**src/rtl/qdf_pkg.sv**
```systemverilog
// Package for the quadrature demodulator: defaults, register indexes, request kinds,
// controller/datapath command and status types, sine quarter-wave table function.
// No dependencies.
`timescale 1ns / 1ps

package qdf_pkg;

    // Default sizes
    localparam int TAPS_DEF            = 64;
    localparam int SINE_TABLE_BITS_DEF = 10;

    // Configuration register map
    localparam int CFG_IDX_W  = 1;
    localparam int CFG_DATA_W = 32;
    localparam logic [CFG_IDX_W-1:0] REG_PHASE_STEP = 1'b0;
    localparam logic [CFG_IDX_W-1:0] REG_TAP_COUNT  = 1'b1;

    // Request kinds carried on tuser
    localparam logic KIND_COEF   = 1'b0;
    localparam logic KIND_SAMPLE = 1'b1;

    // Register reset values
    localparam logic [31:0] PHASE_STEP_RST = 32'd779132389;
    localparam logic [6:0]  TAP_COUNT_RST  = 7'd64;

    // Sine polynomial coefficients, Q2.30
    localparam logic [63:0] Q30_C1 = 64'd1686629713;
    localparam logic [63:0] Q30_C3 = 64'd693598667;
    localparam logic [63:0] Q30_C5 = 64'd85569310;
    localparam logic [63:0] Q30_C7 = 64'd5026994;
    localparam logic [63:0] Q30_C9 = 64'd172272;

    typedef enum logic [2:0] {
        S_IDLE,
        S_SIN,
        S_COS,
        S_PUSH,
        S_MAC,
        S_DRAIN1,
        S_DRAIN2,
        S_DONE
    } state_t;

    // Controller to datapath
    typedef struct packed {
        logic coef_wr;   // write one coefficient
        logic start;     // capture sample, look up negated sine, advance phase
        logic mix_q;     // quadrature product, look up cosine
        logic mix_i;     // in-phase product
        logic push;      // push products into the delay line, clear accumulator
        logic mac_step;  // issue one tap read
        logic out_load;  // load the output register
    } cmd_t;

    // Datapath to controller
    typedef struct packed {
        logic taps_zero;
        logic tap_last;
        logic out_busy;
    } status_t;

    // Sine magnitude at a quarter-wave position, Q1.15, evaluated at elaboration
    function automatic logic [14:0] sine_mag(input int unsigned pos, input int unsigned bits);
        logic [63:0] z;
        logic [63:0] z2;
        logic [63:0] acc;
        logic [63:0] v;
        z   = 64'(pos) << (30 - (bits - 2));
        z2  = (z * z) >> 30;
        acc = Q30_C7 - ((z2 * Q30_C9) >> 30);
        acc = Q30_C5 - ((z2 * acc) >> 30);
        acc = Q30_C3 - ((z2 * acc) >> 30);
        acc = Q30_C1 - ((z2 * acc) >> 30);
        v   = (z * acc) >> 30;
        v   = (v + 64'd16384) >> 15;
        if (v > 64'd32767)
        begin
            v = 64'd32767;
        end
        return v[14:0];
    endfunction

endpackage

```
**src/rtl/qdf_ctrl.sv**
```systemverilog
// Controller state machine for the quadrature demodulator.
// Sequences mixing, delay-line push, the tap MAC pass and result hand-off.
// Depends on qdf_pkg.
`timescale 1ns / 1ps

module qdf_ctrl
(
    input  logic             clk,
    input  logic             rst_n,
    input  logic             in_valid,
    input  logic             in_kind,
    output logic             in_ready,
    output qdf_pkg::cmd_t    cmd,
    input  qdf_pkg::status_t status
);

    qdf_pkg::state_t state_reg;
    qdf_pkg::state_t state_next;

    // State register
    always_ff @(posedge clk or negedge rst_n)
    begin
        if (!rst_n)
        begin
            state_reg <= qdf_pkg::S_IDLE;
        end
        else
        begin
            state_reg <= state_next;
        end
    end

    // Next state and commands
    always_comb
    begin
        state_next = state_reg;
        cmd        = '0;
        in_ready   = 1'b0;
        case (state_reg)
            qdf_pkg::S_IDLE:
            begin
                in_ready = 1'b1;
                if (in_valid)
                begin
                    if (in_kind == qdf_pkg::KIND_SAMPLE)
                    begin
                        cmd.start  = 1'b1;
                        state_next = qdf_pkg::S_SIN;
                    end
                    else
                    begin
                        cmd.coef_wr = 1'b1;
                    end
                end
            end
            qdf_pkg::S_SIN:
            begin
                cmd.mix_q  = 1'b1;
                state_next = qdf_pkg::S_COS;
            end
            qdf_pkg::S_COS:
            begin
                cmd.mix_i  = 1'b1;
                state_next = qdf_pkg::S_PUSH;
            end
            qdf_pkg::S_PUSH:
            begin
                cmd.push   = 1'b1;
                state_next = status.taps_zero ? qdf_pkg::S_DONE : qdf_pkg::S_MAC;
            end
            qdf_pkg::S_MAC:
            begin
                cmd.mac_step = 1'b1;
                if (status.tap_last)
                begin
                    state_next = qdf_pkg::S_DRAIN1;
                end
            end
            qdf_pkg::S_DRAIN1:
            begin
                state_next = qdf_pkg::S_DRAIN2;
            end
            qdf_pkg::S_DRAIN2:
            begin
                state_next = qdf_pkg::S_DONE;
            end
            qdf_pkg::S_DONE:
            begin
                if (!status.out_busy)
                begin
                    cmd.out_load = 1'b1;
                    state_next   = qdf_pkg::S_IDLE;
                end
            end
            default:
            begin
                state_next = qdf_pkg::S_IDLE;
            end
        endcase
    end

endmodule

```
**config.mk**
```make
export PLATFORM = sky130hd
export DESIGN_NAME = qdf_ctrl
export DESIGN_NICKNAME = d
export VERILOG_FILES = /design/src/rtl/qdf_pkg.sv /design/src/rtl/qdf_ctrl.sv
export SDC_FILE = /design/constraint.sdc
export NUM_CORES = 1
export LEC_CHECK = 0
export BUFFER_PORTS_ARGS = -buffer_cell sky130_fd_sc_hd__buf_2
export CAP_MARGIN = 20
export CORE_AREA = 2 2 39 41
export DETAILED_ROUTE_END_ITERATION = 8
export DIE_AREA = 0 0 41 43
export PLACE_DENSITY = 0.49
export SYNTH_ARGS = -nofsm -noshare
export SYNTH_HDL_FRONTEND = slang
export SYNTH_SLANG_ARGS = --single-unit
```
**constraint.sdc**
```tcl
create_clock -name clk -period 1.21 [get_ports clk]
set_input_delay 0.0605 -clock clk [delete_from_list [all_inputs] [get_ports clk]]
set_output_delay 0.0605 -clock clk [all_outputs]
set_load 0.02 [all_outputs]
```
==> results of run 1 <==
## area by class of cell
| type | instances | area [um^2] | share of cell area |
|---|---|---|---|
| Tap cell | 16 | 20.02 | 0.04638 |
| Clock buffer | 4 | 26.28 | 0.06087 |
| Sequential cell | 3 | 78.83 | 0.1826 |
| Multi-Input combinational cell | 20 | 152.6 | 0.3536 |
| Timing Repair Buffer | 20 | 153.9 | 0.3565 |
## logic make-up after synthesis
kind of cell / Yosys count
mux: 1
flops: 3
compound gates: 3
simple gates: 16
buf+inv: 2
## critical path, delay by kind of cell, from the launching register on
family / cells / cell delay, ns
buffers and inverters: 1 / 0.12
flip-flops: 1 / 0.44
AND/OR/NAND/NOR: 2 / 0.40
## layer usage
layer / GRT usage / vias up
met2: 0.1094 / 10
met1: 0.09121 / 108
li1: - / 130
met3: 0.04712 / 0
met4: 0.08000 / 0
met5: 0 / -
## Yosys cell counts, drive strengths merged
cell type,n
and3,1
mux2,1
dfrtp,3
o21ai,1
nor2,6
a221oi,1
nand2,3
and2,1
buf,2
nor3,1
a21oi,1
nor2b,1
nor3b,3
## report_power, final
group	switching, W	internal [W]
logic	0.000242	0.000310
clock network	0.0000528	0.000124
registers	0.000105	0.000158
total	0.000400	0.000591
## per-stage QoR
| stage | instances | cell area [um^2] |
|---|---|---|
| after CTS | 61 | 395.4 |
| after global routing | 63 | 431.7 |
| after global placement | 53 | 301.5 |
| final | 63 | 431.7 |
| after floorplan | 25 | 230.2 |
| after detailed placement | 53 | 301.5 |
## repair_timing
item,in CTS,in global routing
hold endpoints to repair,3,0
pin swaps,2,1
setup endpoints to repair,6,6
resized for setup,9,5
hold buffers,1,0
setup buffers,3,2
## placed cells by master, fill, tap and decap left out
| cell | instances |
|---|---|
| nor2_1 | 5 |
| a221oi_1 | 1 |
| nand2_1 | 2 |
| buf_6 | 3 |
| and2_2 | 1 |
| nor3b_4 | 1 |
| clkbuf_4 | 3 |
| buf_12 | 1 |
| nor2b_1 | 1 |
| mux2_4 | 1 |
| o21ai_1 | 1 |
| nor3_4 | 1 |
| a21oi_1 | 1 |
| dlygate4sd3_1 | 1 |
| buf_4 | 6 |
| and3_1 | 1 |
| nand2_2 | 1 |
| clkbuf_1 | 1 |
| nor2_2 | 1 |
| buf_2 | 9 |
| nor3b_2 | 2 |
| dfrtp_2 | 3 |
## worst min path at each step
stage	end	cells past startpoint	slack (ns)
after global routing	state_reg[2]	3	0.14
after floorplan	state_reg[0]	0	-0.24
after global placement	state_reg[0]	1	-0.14
after detailed placement	state_reg[0]	1	-0.14
after CTS	state_reg[2]	3	0.10
final	state_reg[2]	3	0.13
==> out/metrics.yaml, run 1 <==
status: "finished with violations"
violations: "negative setup slack"
relSlewSlack: 0.8368
cts_buffers: 3
worst_pin_slew_ns: 0.2448
drv_slew: 0
slowest_delay_ns: 0.44
vdd_ir_drop_max_mv: 0.6789
drive_above_1_share: 0.7021
reg2reg_slack_ns: 0.07
nFillCells: 153
fin_ws_ns: -0.03509
setup-tns-final_ns: -0.06044
grt_antenna_before_repair: 0
ys_types: 16
syn_avg_cell_area_um2: 8.858
synthCells: 25
cpMaxStageDelayCell: "dfrtp_2"
wl_per_cell_um: 9.063
clk_path_buf_depth: 2
crit_path_max_fanout: 4
final.setup_skew_ns: 0.001584
htreeDepth: 1
ys_warn_count: 0
grt_remaining_overflow: 0
worstSetupPathType: "reg2out"
rsz0062_at_grt: "true"
worstRegToRegCells: 4
routed-wl-met2_um: 278
synth-seq-area-share: 0.3390
timing.fmax_mhz: 803.2
io_buffers: 14
wl_met1_um: 255
start_kind: "flop"
drtIter0Drc: 0
cts_num_sinks: 3
setup_viol: 2
power_density_nw_per_um2: 2297
clkTransAtPathRegs_ns: 0.04
top_layer_used: "met3"
final_core_util: 0.3119
syn_area_um2: 221.5
wl_met3_um: 36
cts-root-buf: "clkbuf_4"
synth-compound-area-share: 0.08475
io_pins: 15
arrival_ns: 1.18
synth_seq_cells: 3
p_leak_nw: 0.2063
place_congestion: 0.7081
die-area_um2: 1763
rows: 14
postRouteWirelength_um: 571
fp.coreArea_um2: 1384
holdWs_ns: 0.1284
initial_core_util: 0.1600
hold_class: "in2reg"
place_hpwl_um: 375.3
synthTopCellsByArea: "dfrtp_1 34%, nor2_1 10%, mux2_4 6.8%"
fin_crit_sh: 1.029
period_minus_slack_ns: 1.245
drc_errors: 0
synth-xor-area-share: 0
vias: 248
grt_pass1_vias: 247
vias_per_cell: 3.937
die_height_um: 43
syn_nets: 32
diodes: 0
die_x_um: 41
worstSetupEndpoint: "cmd[5]"
grt_pass1_wl_um: 938
nets: 55
yosys.area_share.simple: 0.4237
synthDominantCellAreaShare: 0.3390
drv_cap: 0
synthAdderAreaFrac: 0
synth_mux_area_frac: 0.06780
final_hold_viol_count: 0
largest_register_ffs: 3
grt_start_max_net_pins: 8
first_pass_iters: 1
ant_nets: 0
synth_top_family_by_area: "simple AND/OR/NAND/NOR gates"
totalPowerFinal_w: 0.0009914
r2r_start: "state_reg[2]"
clk_latency_ns: 0.23
holdCritStartpoint: "status[0]"
crit_path_end_kind: "output pin"
post-place-ws_ns: 0.07469
timing.rr.end: "state_reg[1]"
gr-usage-all-layers: 0.08468
crit_chain: "nor3_4, and3_1, buf_6"
cts_tree: "yes"
yosys.area.top_type: "dfrtp_1"
timing.critical_path.from: "state_reg[2]"
area_delta_synth_final_pct: 94.92
cp.required_ns: 1.15
No activity file was read; power rests on OpenSTA's default activity.
==> run 2: changes to the inputs <==
--- a/config.mk
+++ b/config.mk
@@ -11,6 +11,7 @@
 export DETAILED_ROUTE_END_ITERATION = 8
 export DIE_AREA = 0 0 41 43
 export PLACE_DENSITY = 0.49
+export SKIP_CTS_REPAIR_TIMING = 1
 export SYNTH_ARGS = -nofsm -noshare
 export SYNTH_HDL_FRONTEND = slang
 export SYNTH_SLANG_ARGS = --single-unit
==> run 2 against run 1 <==
- the run still ends with negative setup slack left
- register-to-register slack barely moved
- non-clock buffer count rose by 2
- first-iteration DRC count did not move
- via count rose by 3.2%
- total power fell by 2.2%
- worst setup slack improved by 0.0058 ns
- sequential share of layout area rose by 0.16 points
- final area fell by 0.87%
- clock-buffer cell count did not move
==> out/metrics.yaml, run 2 (synthesis results as in run 1) <==
p_clk_frac: 0.182  # +0.004
switching_share: 0.4031  # about the same
timing.fmax_mhz: 806.9  # +0.47%
nFillCells: 160  # +4.6%
first_pass_iters: 1  # unchanged
fin_crit_sh: 1.024  # -0.004781
power_density_nw_per_um2: 2265  # -1.4%
cts_num_sinks: 3  # unchanged
postRouteWirelength_um: 596  # +4.4%
cts-root-buf: "clkbuf_4"
grt_start_max_net_pins: 11  # +3
rows: 14  # unchanged
vias_per_cell: 3.938  # about the same
power.switching_w: 0.0003907  # -2.3%
clkTransAtPathRegs_ns: 0.04  # about the same
p_leak_nw: 0.2089  # +1.3%
holdWs_ns: 0.1287  # +0.0002650 ns
place_congestion: 0.7081  # unchanged
power_frac_seq: 0.264  # about the same
start_kind: "flop"
cts_tree: "yes"
die_height_um: 43  # unchanged
crit_path_end_kind: "output pin"
initial_core_util: 0.1600  # unchanged
cp.required_ns: 1.15  # about the same
ant_nets: 0  # unchanged
drive_above_1_share: 0.7143  # +0.01216
htreeDepth: 1  # unchanged
fin_ws_ns: -0.02930  # +0.005785 ns
grt_pass1_vias: 217  # -12%
gr-usage-all-layers: 0.07863  # -0.006048
grt_remaining_overflow: 0  # unchanged
rsz0062_at_grt: "true"
final_hold_viol_count: 0  # unchanged
diodes: 0  # unchanged
status: "finished with violations"
comb_power_share: 0.555  # -0.002
fp.coreArea_um2: 1384  # unchanged
post-place-ws_ns: 0.07469  # unchanged
cpMaxStageDelayCell: "dfrtp_2"
clk_latency_ns: 0.23  # about the same
grt_antenna_before_repair: 0  # unchanged
die_x_um: 41  # unchanged
area_delta_synth_final_pct: 93.22
io_buffers: 14  # unchanged
crit_chain: "nor3_4, and3_1, buf_6"
period_minus_slack_ns: 1.239  # -0.005785 ns
setup_viol: 2  # unchanged
relSlewSlack: 0.8385  # +0.001750
nets: 57  # +3.6%
wl_per_cell_um: 9.169  # +1.2%
io_pins: 15  # unchanged
vias: 256  # +3.2%
place_hpwl_um: 375.3  # unchanged
hold_class: "in2reg"
clk_path_buf_depth: 2  # unchanged
fin_cells: 65  # +3.2%
cts_buffers: 3  # unchanged
violations: "negative setup slack"
vdd_ir_drop_max_mv: 0.7526  # +11%
worstSetupPathType: "reg2out"
drv_slew: 0  # unchanged
totalPowerFinal_w: 0.0009692  # -2.2%
arrival_ns: 1.18  # about the same
largest_register_ffs: 3  # unchanged
crit_path_max_fanout: 6  # +2
final.setup_skew_ns: 0.001664  # +0.00008044 ns
worst_pin_slew_ns: 0.2422  # -0.002625 ns
drtIter0Drc: 0  # unchanged
layout_common_cells: "9 x buf_2, 9 x buf_4, 5 x nor2_1"
slowest_delay_ns: 0.45  # about the same
die-area_um2: 1763  # unchanged
dp_cells: 53  # unchanged
grt_pass1_wl_um: 855  # -8.8%
drc_errors: 0  # unchanged
intPower_w: 0.0005785  # -2.2%
drv_cap: 0  # unchanged
-- run 2: worst max-delay path: cells and delay by family (launching register included) --
family	cells	cell delay [ns]
and+or+nand+nor	2	0.38
buffers and inverters	1	0.12
DFF	1	0.45
-- run 2: path summary, 6_finish.rpt --
| path | depth (start not counted) | from | endpoint | slack (ns) |
|---|---|---|---|---|
| setup / recovery | 3 | state_reg[1] | cmd[5] | -0.03 |
| max in group asynchronous | 2 | rst_n | state_reg[2] | 0.94 |
| min in group asynchronous | 2 | rst_n | state_reg[0] | 0.15 |
| setup reg to reg | 4 | state_reg[2] | state_reg[1] | 0.08 |
| hold reg to reg | 2 | state_reg[1] | state_reg[1] | 0.63 |
| hold / removal | 3 | status[1] | state_reg[0] | 0.13 |
-- run 2: metrics by stage --
| step | utilization | TNS [ns] | cell area, um^2 |
|---|---|---|---|
| after floorplan | - | 0 | 230.2 |
| after global placement | 0.2179 | 0 | 301.5 |
| after detailed placement | 0.2179 | 0 | 301.5 |
| after CTS | 0.2369 | -0.4183 | 327.8 |
| after global routing | 0.3092 | -0.4211 | 427.9 |
| final | 0.3092 | -0.04880 | 427.9 |
-- run 2: area by class of cell --
type,instances,area [um^2],area share
timing repair buffer,22,156.4,0.3655
multi-input combinational,20,146.4,0.3421
sequential,3,78.83,0.1842
clock buffer,4,26.28,0.06140
tap,16,20.02,0.04678
-- run 2: routing by layer --
layer / part of all wire / global-route usage / vias to the layer above
met1: 0.44 / 0.09446 / 111
met2: 0.49 / 0.08750 / 10
met3: 0.070 / 0.04712 / 0
met5: 0 / 0 / -
li1: - / - / 135
met4: 0 / 0.08000 / 0
-- run 2: power groups by stage --
stage	Sequential, W	Clock, W	Combinational (W)
after floorplan	0.000190	0	0.000347
after global placement	0.000272	0	0.000319
after detailed placement	0.000276	0	0.000317
after CTS	0.000273	0.000185	0.000319
after global routing	0.000262	0.000202	0.000590
final	0.000255	0.000176	0.000538
==> run 3: changes to the inputs <==
--- a/config.mk
+++ b/config.mk
@@ -5,12 +5,13 @@
 export SDC_FILE = /design/constraint.sdc
 export NUM_CORES = 1
 export LEC_CHECK = 0
+export ABC_AREA = 1
 export BUFFER_PORTS_ARGS = -buffer_cell sky130_fd_sc_hd__buf_2
 export CAP_MARGIN = 20
 export CORE_AREA = 2 2 39 41
 export DETAILED_ROUTE_END_ITERATION = 8
 export DIE_AREA = 0 0 41 43
-export PLACE_DENSITY = 0.49
+export PLACE_DENSITY = 0.5
 export SKIP_CTS_REPAIR_TIMING = 1
 export SYNTH_ARGS = -nofsm -noshare
 export SYNTH_HDL_FRONTEND = slang
==> run 3 against run 2 <==
- the run still ends with negative setup slack left
- clock-buffer cell count unchanged
- synthesized area up 5.1%
- total power up 9.5%
- synthesized cell count up 36%
==> out/metrics.yaml, run 3 <==
synth_edf_count: 0  # unchanged
drv_slew: 0  # unchanged
synth-compound-area-share: 0.08065  # -0.004101
ant_nets: 0  # unchanged
p_leak_nw: 0.2388  # +14%
use_met3: 0.04712  # unchanged
io_buffers: 14  # unchanged
async_flop_share: 1.000  # unchanged
synth_mux_area_frac: 0  # -0.06780
postRouteWirelength_um: 612  # +2.7%
synthAdderAreaFrac: 0  # unchanged
gr-usage-all-layers: 0.07762  # -0.001008
synth_seq_cells: 3  # unchanged
place_area_um2: 330.3  # +9.5%
nets: 67  # +18%
cp.required_ns: 1.15  # about the same
rows: 14  # unchanged
vdd_ir_drop_max_mv: 0.7450  # -1.0%
rsz0062_at_grt: "true"
dp_cells: 65  # +23%
r2r_start: "state_reg[2]"
fin_cells: 75  # +15%
ys.flop_type: "dfrtp_1"
synth-xor-area-share: 0  # unchanged
arrival_ns: 1.16  # -0.02 ns
largest_register_ffs: 3  # unchanged
drc_errors: 0  # unchanged
clk_latency_ns: 0.23  # about the same
io_pins: 15  # unchanged
syn_area_um2: 232.7  # +5.1%
syn_nets: 41  # +28%
final.setup_skew_ns: 0.0005476  # -0.001117 ns
vias_per_cell: 3.880  # -1.5%
place_congestion: 0.6385  # -9.8%
crit_path_max_fanout: 4  # -2
holdWs_ns: 0.1467  # +0.01801 ns
wl_per_cell_um: 8.160  # -11%
synth-seq-area-share: 0.3226  # -0.01640
area_delta_synth_final_pct: 95.16
crit_path_end_kind: "output pin"
gr-max-usage-layer: "met2"
grt_start_max_net_pins: 8  # -3
worst_pin_slew_ns: 0.1626  # -0.07963 ns
grt_remaining_overflow: 0  # unchanged
vias: 291  # +14%
yosysMostFrequentCell: "inv_1"
clk_path_buf_depth: 2  # unchanged
globalRouteMet2Util: 0.1031  # +0.01563
ys_types: 14  # -2
diodes: 0  # unchanged
synthCells: 34  # +36%
clkTransAtPathRegs_ns: 0.04  # about the same
fin_ws_ns: -0.006964  # +0.02234 ns
fp.coreArea_um2: 1384  # unchanged
worstRegToRegCells: 6  # +2
yosys.area_share.simple: 0.4677  # +0.04401
cts_tree: "yes"
die_x_um: 41  # unchanged
status: "finished with violations"
synthDominantCellAreaShare: 0.3226  # -0.01640
period_minus_slack_ns: 1.217  # -0.02234 ns
synthTopCellsByArea: "dfrtp_1 32%, inv_1 9.7%, nand2_2 8.1%"
ys_warn_count: 0  # unchanged
place_hpwl_um: 440  # +17%
cts_num_sinks: 3  # unchanged
setup_viol: 1  # -1
timing.fmax_mhz: 821.7  # +1.8%
timing.critical_path.from: "state_reg[1]"
worstSetupPathType: "reg2out"
first_pass_iters: 2  # +1
power_density_nw_per_um2: 2337  # +3.2%
drtIter0Drc: 2  # +2
syn_avg_cell_area_um2: 6.845  # -23%
synth_top_family_by_area: "simple AND/OR/NAND/NOR gates"
violations: "negative setup slack"
start_kind: "flop"
grt_pass1_wl_um: 855  # unchanged
yosys.area.top_type: "dfrtp_1"
initial_core_util: 0.1682  # +0.008138
cts_buffers: 3  # unchanged
grt_pass1_vias: 232  # +6.9%
use_met1: 0.08469  # -0.009772
layout_common_cells: "11 x buf_4, 7 x buf_2, 6 x inv_1"
final_hold_viol_count: 0  # unchanged
hold_class: "in2async"
grt_antenna_before_repair: 0  # unchanged
fin_crit_sh: 1.006  # -0.01846
die_height_um: 43  # unchanged
die-area_um2: 1763  # unchanged
post-route-cell-area_um2: 454.2  # +6.1%
drive_above_1_share: 0.6102  # -0.1041
drv_cap: 0  # unchanged
htreeDepth: 1  # unchanged
cts-root-buf: "clkbuf_4"
final_common_cell: "buf_4"
final_core_util: 0.3282  # +0.01899
relSlewSlack: 0.8913  # +0.05273
yosys-top-cells-count: "6 x inv_1, 4 x nand2_1, 4 x nor2_1"
totalPowerFinal_w: 0.001062  # +9.5%
==> run 3: changes by cell type after synthesis, sizes merged, moves of 2 or more <==
| cell | before | now |
|---|---|---|
| buf | 2 | 0 |
| nor3b | 3 | 0 |
| nand3 | 0 | 3 |
| inv | 0 | 8 |
| nor3 | 1 | 3 |
| nand2 | 3 | 7 |
==> run 3: logic make-up after synthesis <==
family,after synthesis
compound gates,3
buf+inv,8
flops,3
simple gates,20
==> run 3: power by group <==
group	total, W	internal, W	leakage (nW)	switching (W)
Sequential	0.000215	0.000157	0.0314	0.0000579
Combinational	0.000671	0.000302	0.192	0.000369
Clock	0.000175	0.000124	0.0150	0.0000518
==> run 3: worst paths after layout <==
path / endpoint / slack [ns]
setup reg to reg: state_reg[0] / 0.24
setup / recovery: cmd[6] / -0.007
hold / removal: state_reg[1] / 0.15
hold reg to reg: state_reg[1] / 0.64
max in group asynchronous: state_reg[2] / 0.95
min in group clk: state_reg[2] / 0.16
==> run 3: cell type report <==
cell class,count,area (um^2)
clock buffers,4,26.28
multi-input cells,23,147.6
inverters,8,32.53
well taps,16,20.02
repair buffers,21,150.1
flip-flops and latches,3,77.57
fillers,158,929.6
==> run 3: layer usage <==
metal | routed length (um) | vias to the layer above | share of wire
li1 | - | 156 | -
met1 | 240 | 129 | 0.39
met2 | 340 | 6 | 0.56
met3 | 32 | 0 | 0.052
met4 | 0 | 0 | 0
met5 | 0 | - | 0
==> run 3: critical path, stage by stage (launching register included) <==
cell and delay [ns]:
dfrtp_2 0.41, nor2_4 0.14, nand2_2 0.07, inv_2 0.06
nand2_2 0.05, nor2_4 0.08, buf_6 0.12
==> run 3: per-stage QoR <==
stage / TNS, ns / setup slack, ns
final: -0.006964 / -0.006964
after global routing: -0.2083 / -0.08609
after floorplan: 0 / 0.1197
after detailed placement: 0 / 0.1264
after global placement: 0 / 0.1226
after CTS: -0.2935 / -0.1291
